--- config.mk ---
export PLATFORM = sky130hd
export DESIGN_NAME = hysteresis_heater_thermostat
export DESIGN_NICKNAME = d
export VERILOG_FILES = /design/src/design/hht_pkg.sv /design/src/design/hysteresis_heater_thermostat.sv
export SDC_FILE = /design/constraint.sdc
export NUM_CORES = 1
export LEC_CHECK = 0
export BUFFER_PORTS_ARGS = -buffer_cell sky130_fd_sc_hd__buf_2
export CAP_MARGIN = 25
export CORE_ASPECT_RATIO = 2
export CORE_MARGIN = 10
export CORE_UTILIZATION = 29
export DETAILED_ROUTE_END_ITERATION = 16
export SETUP_SLACK_MARGIN = 0.2
export SLEW_MARGIN = 5
export SYNTH_ARGS = -nofsm -noshare
export SYNTH_HDL_FRONTEND = slang
export SYNTH_SLANG_ARGS = --single-unit
--- constraint.sdc ---
create_clock -name clk -period 14.1 [get_ports clk]
set_input_delay 1.41 -clock clk [delete_from_list [all_inputs] [get_ports clk]]
set_output_delay 1.41 -clock clk [all_outputs]
set_load 0.1 [all_outputs]
--- src/design/hht_pkg.sv ---
// Shared types and constants for the hysteresis heater thermostat.
package hht_pkg;

  // Operation codes carried by an input word
  typedef enum logic [1:0] {
    OP_READ        = 2'd0,
    OP_FORCE_OFF   = 2'd1,
    OP_RESET_STATS = 2'd2,
    OP_UNUSED      = 2'd3
  } op_t;

  // Configuration register indexes
  localparam int unsigned CFG_IDX_W = 3;
  localparam logic [CFG_IDX_W-1:0] CFG_TARGET_TEMP   = 3'd0;
  localparam logic [CFG_IDX_W-1:0] CFG_HYST_BAND     = 3'd1;
  localparam logic [CFG_IDX_W-1:0] CFG_READ_INTERVAL = 3'd2;
  localparam logic [CFG_IDX_W-1:0] CFG_MIN_SWITCH    = 3'd3;
  localparam int unsigned CFG_DATA_W = 32;

  // Temperatures in 1/16 C
  localparam logic signed [11:0] TEMP_DISCONNECTED = -12'sd2032;
  localparam logic signed [11:0] TEMP_CUTOFF       = 12'sd448;
  localparam logic signed [11:0] TEMP_BAD_85       = 12'sd1360;
  localparam logic signed [11:0] TEMP_RANGE_LOW    = -12'sd800;
  localparam logic signed [11:0] TEMP_RANGE_HIGH   = 12'sd800;
  localparam logic signed [11:0] STAT_MIN_RESET    = 12'sd1600;
  localparam logic signed [11:0] STAT_MAX_RESET    = -12'sd1600;

  // Hysteresis band limits
  localparam logic [6:0] HYST_LOW  = 7'd2;
  localparam logic [6:0] HYST_HIGH = 7'd80;

  // Configuration reset values
  localparam logic signed [10:0] TARGET_RESET   = 11'sd400;
  localparam logic [6:0]         HYST_RESET     = 7'd8;
  localparam logic [15:0]        READ_INT_RESET = 16'd1000;
  localparam logic [31:0]        MIN_SW_RESET   = 32'd60000;

  typedef struct packed {
    op_t                operation;
    logic [31:0]        now_ms;
    logic               device_present;
    logic signed [11:0] sample;
  } in_word_t;

  typedef struct packed {
    logic               heater_on;
    logic signed [11:0] temperature;
    logic signed [11:0] daily_min;
    logic signed [11:0] daily_max;
  } out_word_t;

endpackage

--- src/design/hysteresis_heater_thermostat.sv ---
// Top level of the hysteresis heater thermostat: input register, control logic, result register.
//
//  channel | ports                          | word
//  --------+--------------------------------+---------------------------------------
//  input   | in_valid  in_ready  in_data    | in_word_t: operation, time, sample
//  result  | out_valid out_ready out_data   | out_word_t: heater, temperature, stats
//  config  | cfg_valid cfg_ready cfg_index  | cfg_data, 32 bit, always ready
//
// One word per cycle is sustained while results are taken. A word is captured in
// the input register; once the result register is free, the control logic updates
// the state and loads the result register from it, which then offers the result.
// A stalled result holds both registers; the input register still takes a word while
// it is empty. Reset (rst_n low, synchronous) empties both stages and restores the
// state and configuration defaults.
module hysteresis_heater_thermostat
  import hht_pkg::*;
(
  input  logic                  clk,
  input  logic                  rst_n,
  input  logic                  in_valid,
  output logic                  in_ready,
  input  in_word_t              in_data,
  output logic                  out_valid,
  input  logic                  out_ready,
  output out_word_t             out_data,
  input  logic                  cfg_valid,
  output logic                  cfg_ready,
  input  logic [CFG_IDX_W-1:0]  cfg_index,
  input  logic [CFG_DATA_W-1:0] cfg_data
);

  // Configuration registers
  logic signed [10:0] target_r;
  logic [6:0]         band_r;
  logic [15:0]        read_int_r;
  logic [31:0]        min_sw_r;
  logic [6:0]         band_wr;

  // Thermostat state
  logic [31:0]        last_read_r, last_read_nxt;
  logic               seen_r, seen_nxt;
  logic signed [11:0] held_r, held_nxt;
  logic               held_vld_r, held_vld_nxt;
  logic signed [11:0] min_r, min_nxt;
  logic signed [11:0] max_r, max_nxt;
  logic               heating_r, heating_nxt;
  logic [31:0]        last_sw_r, last_sw_nxt;

  // Pipeline registers
  logic      in_vld_r;
  in_word_t  in_word_r;
  logic      out_vld_r;
  out_word_t out_word_r, out_word_nxt;

  logic      out_free;
  logic      fire;

  // Datapath terms
  logic [31:0]        read_age;
  logic [31:0]        switch_age;
  logic               read_due;
  logic               may_switch;
  logic               sample_ok;
  logic signed [12:0] held_ext;
  logic signed [12:0] target_ext;
  logic signed [12:0] band_ext;
  logic signed [12:0] on_level;
  logic signed [12:0] off_level;

  assign cfg_ready = 1'b1;
  assign out_free  = !out_vld_r || out_ready;
  assign fire      = in_vld_r && out_free;
  assign in_ready  = !in_vld_r || out_free;
  assign out_valid = out_vld_r;
  assign out_data  = out_word_r;

  // Clamp a band write into the legal range
  always_comb begin
    band_wr = cfg_data[6:0];
    if (band_wr < HYST_LOW) begin
      band_wr = HYST_LOW;
    end else if (band_wr > HYST_HIGH) begin
      band_wr = HYST_HIGH;
    end
  end

  // Write configuration registers
  always_ff @(posedge clk) begin
    if (!rst_n) begin
      target_r   <= TARGET_RESET;
      band_r     <= HYST_RESET;
      read_int_r <= READ_INT_RESET;
      min_sw_r   <= MIN_SW_RESET;
    end else if (cfg_valid && cfg_ready) begin
      unique case (cfg_index)
        CFG_TARGET_TEMP:   target_r   <= $signed(cfg_data[10:0]);
        CFG_HYST_BAND:     band_r     <= band_wr;
        CFG_READ_INTERVAL: read_int_r <= cfg_data[15:0];
        CFG_MIN_SWITCH:    min_sw_r   <= cfg_data[31:0];
        default: ;
      endcase
    end
  end

  // Elapsed times and sample validation
  assign read_age   = in_word_r.now_ms - last_read_r;
  assign switch_age = in_word_r.now_ms - last_sw_r;
  assign read_due   = read_age >= {16'd0, read_int_r};
  assign may_switch = switch_age >= min_sw_r;
  assign sample_ok  = (in_word_r.sample != TEMP_DISCONNECTED)
                   && (in_word_r.sample != TEMP_BAD_85)
                   && (in_word_r.sample > TEMP_RANGE_LOW)
                   && (in_word_r.sample < TEMP_RANGE_HIGH);

  // Switching thresholds around the setpoint
  assign target_ext = {{2{target_r[10]}}, target_r};
  assign band_ext   = {6'd0, band_r};
  assign on_level   = target_ext - band_ext;
  assign off_level  = target_ext + band_ext;
  assign held_ext   = {held_nxt[11], held_nxt};

  // Next state: sensor read, then heater control on the held value; forced off; stats reset
  always_comb begin
    last_read_nxt = last_read_r;
    seen_nxt      = seen_r;
    held_nxt      = held_r;
    held_vld_nxt  = held_vld_r;
    min_nxt       = min_r;
    max_nxt       = max_r;
    heating_nxt   = heating_r;
    last_sw_nxt   = last_sw_r;

    case (in_word_r.operation)
      OP_READ: begin
        if (read_due) begin
          last_read_nxt = in_word_r.now_ms;
          if (!seen_r && !in_word_r.device_present) begin
            seen_nxt = 1'b0;
          end else if (sample_ok) begin
            seen_nxt     = 1'b1;
            held_nxt     = in_word_r.sample;
            held_vld_nxt = 1'b1;
            if (in_word_r.sample < min_r) begin
              min_nxt = in_word_r.sample;
            end
            if (in_word_r.sample > max_r) begin
              max_nxt = in_word_r.sample;
            end
          end else begin
            seen_nxt = in_word_r.device_present;
          end
        end
        if (held_vld_nxt) begin
          if (held_nxt >= TEMP_CUTOFF) begin
            if (heating_r) begin
              heating_nxt = 1'b0;
              last_sw_nxt = in_word_r.now_ms;
            end
          end else if (!heating_r && held_ext <= on_level) begin
            if (may_switch) begin
              heating_nxt = 1'b1;
              last_sw_nxt = in_word_r.now_ms;
            end
          end else if (heating_r && held_ext >= off_level) begin
            if (may_switch) begin
              heating_nxt = 1'b0;
              last_sw_nxt = in_word_r.now_ms;
            end
          end
        end
      end
      OP_FORCE_OFF: begin
        heating_nxt = 1'b0;
        last_sw_nxt = in_word_r.now_ms;
      end
      OP_RESET_STATS: begin
        min_nxt = in_word_r.sample;
        max_nxt = in_word_r.sample;
      end
      default: ;
    endcase
  end

  // Assemble the result word
  always_comb begin
    out_word_nxt.heater_on   = heating_nxt;
    out_word_nxt.temperature = held_vld_nxt ? held_nxt : TEMP_DISCONNECTED;
    out_word_nxt.daily_min   = min_nxt;
    out_word_nxt.daily_max   = max_nxt;
  end

  // Advance the state on each processed word
  always_ff @(posedge clk) begin
    if (!rst_n) begin
      last_read_r <= '0;
      seen_r      <= 1'b0;
      held_r      <= '0;
      held_vld_r  <= 1'b0;
      min_r       <= STAT_MIN_RESET;
      max_r       <= STAT_MAX_RESET;
      heating_r   <= 1'b0;
      last_sw_r   <= '0;
    end else if (fire) begin
      last_read_r <= last_read_nxt;
      seen_r      <= seen_nxt;
      held_r      <= held_nxt;
      held_vld_r  <= held_vld_nxt;
      min_r       <= min_nxt;
      max_r       <= max_nxt;
      heating_r   <= heating_nxt;
      last_sw_r   <= last_sw_nxt;
    end
  end

  // Hold or advance the input and result registers
  always_ff @(posedge clk) begin
    if (!rst_n) begin
      in_vld_r  <= 1'b0;
      out_vld_r <= 1'b0;
    end else begin
      if (in_ready) begin
        in_vld_r <= in_valid;
      end
      if (out_free) begin
        out_vld_r <= in_vld_r;
      end
    end
  end

  always_ff @(posedge clk) begin
    if (in_valid && in_ready) begin
      in_word_r <= in_data;
    end
    if (fire) begin
      out_word_r <= out_word_nxt;
    end
  end

endmodule

==> impl_summary.md <==
Global routing
The total overflow left after global routing is 0. The combined global-route utilization of all metal layers is 0.135. Entering global routing, the biggest net connects 77 pins. The via count of the first global-routing pass is 13500. The first global-routing pass estimated 72600 um of wire. The number of antenna violations at the first check in global routing is 4.

Place
The detailed placer's ending HPWL is 35800 um. The count of input and output buffers is 125. The worst slack at placement is 5540 ps. In this run, placement finished with an instance count of 2640. The final weighted congestion in routability-driven placement is 0.907.

Logic synthesis
A synthesized cell averages ~9 sq um. The netlist area before placement is around 16000 sq um. In this run, synthesis inferred 84 flip-flops with an integrated enable. The count of warnings emitted by yosys is 0. The unique cell type count in the Yosys netlist is 86. The number of cells produced by synthesis is 1829. The synthesis-stage register bit count is 255.

The sequential-to-total area share from yosys stat is 0.370. Among all flip-flop cells after synthesis, the most frequent one is dfxtp_1. The post-synth net total is 2089. For this run, asynchronously set or reset flops after synthesis account for 0.

Route
The detailed router placed 13100 vias in this run. For this run, design rule violations remaining after detail routing come to 0. For this block, the routed nets add up to 45600 um of wire. In the routed layout, each cell is associated on average with a via count of approximately 5.

The iteration count of the initial detailed-routing pass is 7. The final antenna-violating net count is 0. The average wire per cell in the routed design is 16.9 um. The starting DRC count in detailed routing is 558.

Timing
The headroom to the max-slew limit is 0.253. Dividing the final minimum period by the clock period gives 0.603. The number of pins with negative max-slew slack in the final report came to 0.

The final sum of negative setup slack is 0 ps. The post-route worst hold slack is 457 ps. Setup repair after global routing left no endpoint under its margin.

The measured slew at the worst slew-check pin is 1090 ps. Clock skew on the completed layout was measured at ~38 ps. Setup violations remaining at the end of the flow were counted as 0. Subtracting the final worst setup slack from the clock period gives approximately 8500 ps.

The post-route worst setup slack is 5590 ps. The total count of hold-check failures in the final report is 0. The fmax is 118 MHz.

Clocking
The clock transition at the registers of the reported paths is around 60 ps. After clock tree synthesis, the repair step resized 0 gates. The tree is rooted in a clkbuf_16.

In this run, post-CTS hold repair placed 0 buffers. The total number of H-tree levels is 1. The clock tree from TritonCTS is built. The number of clock sinks is 255. After clock tree synthesis, the setup repair step added 0 buffers. The maximum buffer depth of the clock tree is 3. For the worst-skew pair, the clock arrives at the later sink with an insertion delay of between 500 and 600 ps. The number of buffers inserted during clock tree synthesis is 26.

Die
The die is 353 um tall. around 130 I/O pins were placed. The initial standard-cell utilization of the core is 0.292.

The total area inside the core boundary comes to 55100 sq um. The area of the die is 65800 sq um. After floorplanning, the core was divided into 122 placement rows. The horizontal die dimension is between 150 and 200 um.

Setup path
On the worst path, the slowest cell contributes a delay of approximately 540 ps. The kind of end point of the critical path is a flip-flop. The data required time at the worst endpoint is 14580 ps.

In this run the worst path has a maximum fanout of 32. The critical path data arrival time is roughly 9000 ps. STA classifies the critical path startpoint as a flip-flop. The slowest stage of the critical path belongs to the cell buf_4. The critical path class is flip-flop to flip-flop.

Pwr
The analysis attributes to cell leakage a power of 7.10 nW. The maximum VDD drop is 0.0776 mV. The ratio of total power to cell area is 106 nW/um^2.

Final layout
The layout cell share with drive strength beyond 1 is 0.122. The post-route core utilization is 0.333. Compared with the post-synthesis result, the final layout area differs by 14.0%. The area of the multi-input gates is 9130 sq um. The final cell count without fillers is 2691. For this run, the post-layout net count is 2186. The area of all sequential standard cells is 5950 sq um. The filler cells instantiated in the layout total between 5000 and 6000.

Min path
The path category of the worst min-delay check is flip-flop to flip-flop.

Status
The run finished with clean final reports.

Run
Across the run, the number of max-cap violations was 0.
[worst paths after layout]
path / to / cells after the start / slack, ps / start
hold / removal: last_sw_r[20]$_SDFFE_PN0P_ / 2 / 460 / last_sw_r[20]$_SDFFE_PN0P_
setup / recovery: last_sw_r[9]$_SDFFE_PN0P_ / 36 / 5590 / in_word_r[13]$_DFFE_PP_
setup reg to reg: last_sw_r[9]$_SDFFE_PN0P_ / 36 / 5590 / in_word_r[13]$_DFFE_PP_
hold reg to reg: last_sw_r[20]$_SDFFE_PN0P_ / 2 / 460 / last_sw_r[20]$_SDFFE_PN0P_
[through the flow]
stage	total power, W	cell area (sq um)
final	0.00194	18300
after global routing	0.00205	18300
after CTS	0.00198	18300
after detailed placement	0.00123	17400
after global placement	0.00122	17400
after floorplan	0.00112	16100
[cell usage in the layout, fill, tap and decap left out, types with 8 or more instances in the layout]
cell,netlist,layout
nand3_1,28,28
and3_1,13,11
mux2_2,22,22
nand2_1,244,244
a31oi_1,9,9
clkbuf_16,0,27
edfxtp_1,84,84
dfxtp_1,171,171
o31ai_1,8,8
nand4_1,19,19
o211ai_1,32,32
mux2i_1,81,81
o21ai_0,55,55
xor2_1,18,18
nor3_1,29,29
a21o_1,42,42
buf_4,4,11
inv_1,179,178
a211oi_1,39,39
nand2b_1,20,20
ha_1,169,169
xnor2_1,48,48
o21a_1,16,16
nor2b_1,24,24
buf_2,6,126
nor2_1,154,154
a21oi_1,131,131
[worst max-delay path: cells and delay by family (launching register included)]
kind	cells	cell delay, ps
simple gates	14	2530
compound gates	11	2710
buf+inv	4	910
flops	1	360
mux	2	510
xor+xnor	1	130
fa+ha+maj	4	1230
[registers in the layout, summed over array words and instances, names as in the netlist]
signal / cells
held_r: 12
read_int_r: 16
min_sw_r: 32
seen_r: 1
out_valid: 1
heating_r: 1
held_vld_r: 1
in_word_r: 47
max_r: 12
out_data: 37
last_sw_r: 32
in_vld_r: 1
target_r: 11
last_read_r: 32
min_r: 12
band_r: 7
[power breakdown]
part	internal, W	leakage (nW)	switching (W)
clock	0.000402	0.423	0.000325
combinational	0.000148	4.49	0.000251
sequential	0.000792	2.19	0.0000253
total	0.00134	7.10	0.000602
[Yosys cell counts, types with 4 or more instances]
cell,n,share of area
and3_1,13,0.0051
fa_1,4,0.0050
buf_2,6,0.0019
o21ai_0,55,0.017
o22ai_1,4,0.0016
xor2_1,18,0.0098
dfxtp_1,171,0.21
xnor2_1,48,0.026
nor2b_1,24,0.0093
nand4_1,19,0.0074
a211oi_1,39,0.018
or3_1,6,0.0023
nor4_1,5,0.0019
nor2_1,154,0.036
nor3_1,29,0.0090
buf_4,4,0.0019
a21oi_1,131,0.041
o31ai_1,8,0.0037
o31a_1,5,0.0027
inv_1,179,0.042
o211ai_1,32,0.015
o21a_1,16,0.0075
a31oi_1,9,0.0035
nand2b_1,20,0.0078
nand2_1,244,0.057
o21bai_1,7,0.0033
clkbuf_1,54,0.013
o41ai_1,4,0.0022
mux2i_1,81,0.050
a21o_1,42,0.020
o2111ai_1,6,0.0033
nand3b_1,4,0.0019
edfxtp_1,84,0.16
nand3_1,28,0.0087
ha_1,169,0.13
mux2_2,22,0.015
and2_1,4,0.0016
[layer usage]
metal  routed length (um)  global-route usage
met4                 1710              0.0635
met3                 1600              0.0161
met5                   13                   0
met2                24900               0.263
met1                17400               0.140
[cell type report]
class	count	share of cell area
Antenna cell	1	0.000137
Timing Repair Buffer	140	0.0414
Multi-Input combinational cell	1323	0.498
Sequential cell	255	0.324
Inverter	180	0.0369
Clock inverter	16	0.00908
Clock buffer	32	0.0390
Tap cell	744	0.0508
[logic make-up after synthesis]
group / count (synthesis) / synth area share
AND/OR/NAND/NOR: 572 / 0.161
AO/OA/AOI/OAI: 407 / 0.167
multiplexers: 104 / 0.0665
buffers and inverters: 251 / 0.0626
flip-flops: 255 / 0.370
adder cells (fa/ha/maj): 173 / 0.136
XOR/XNOR: 66 / 0.0359
other: 1 / 0.000233
No activity file was read; power rests on OpenSTA's default activity.
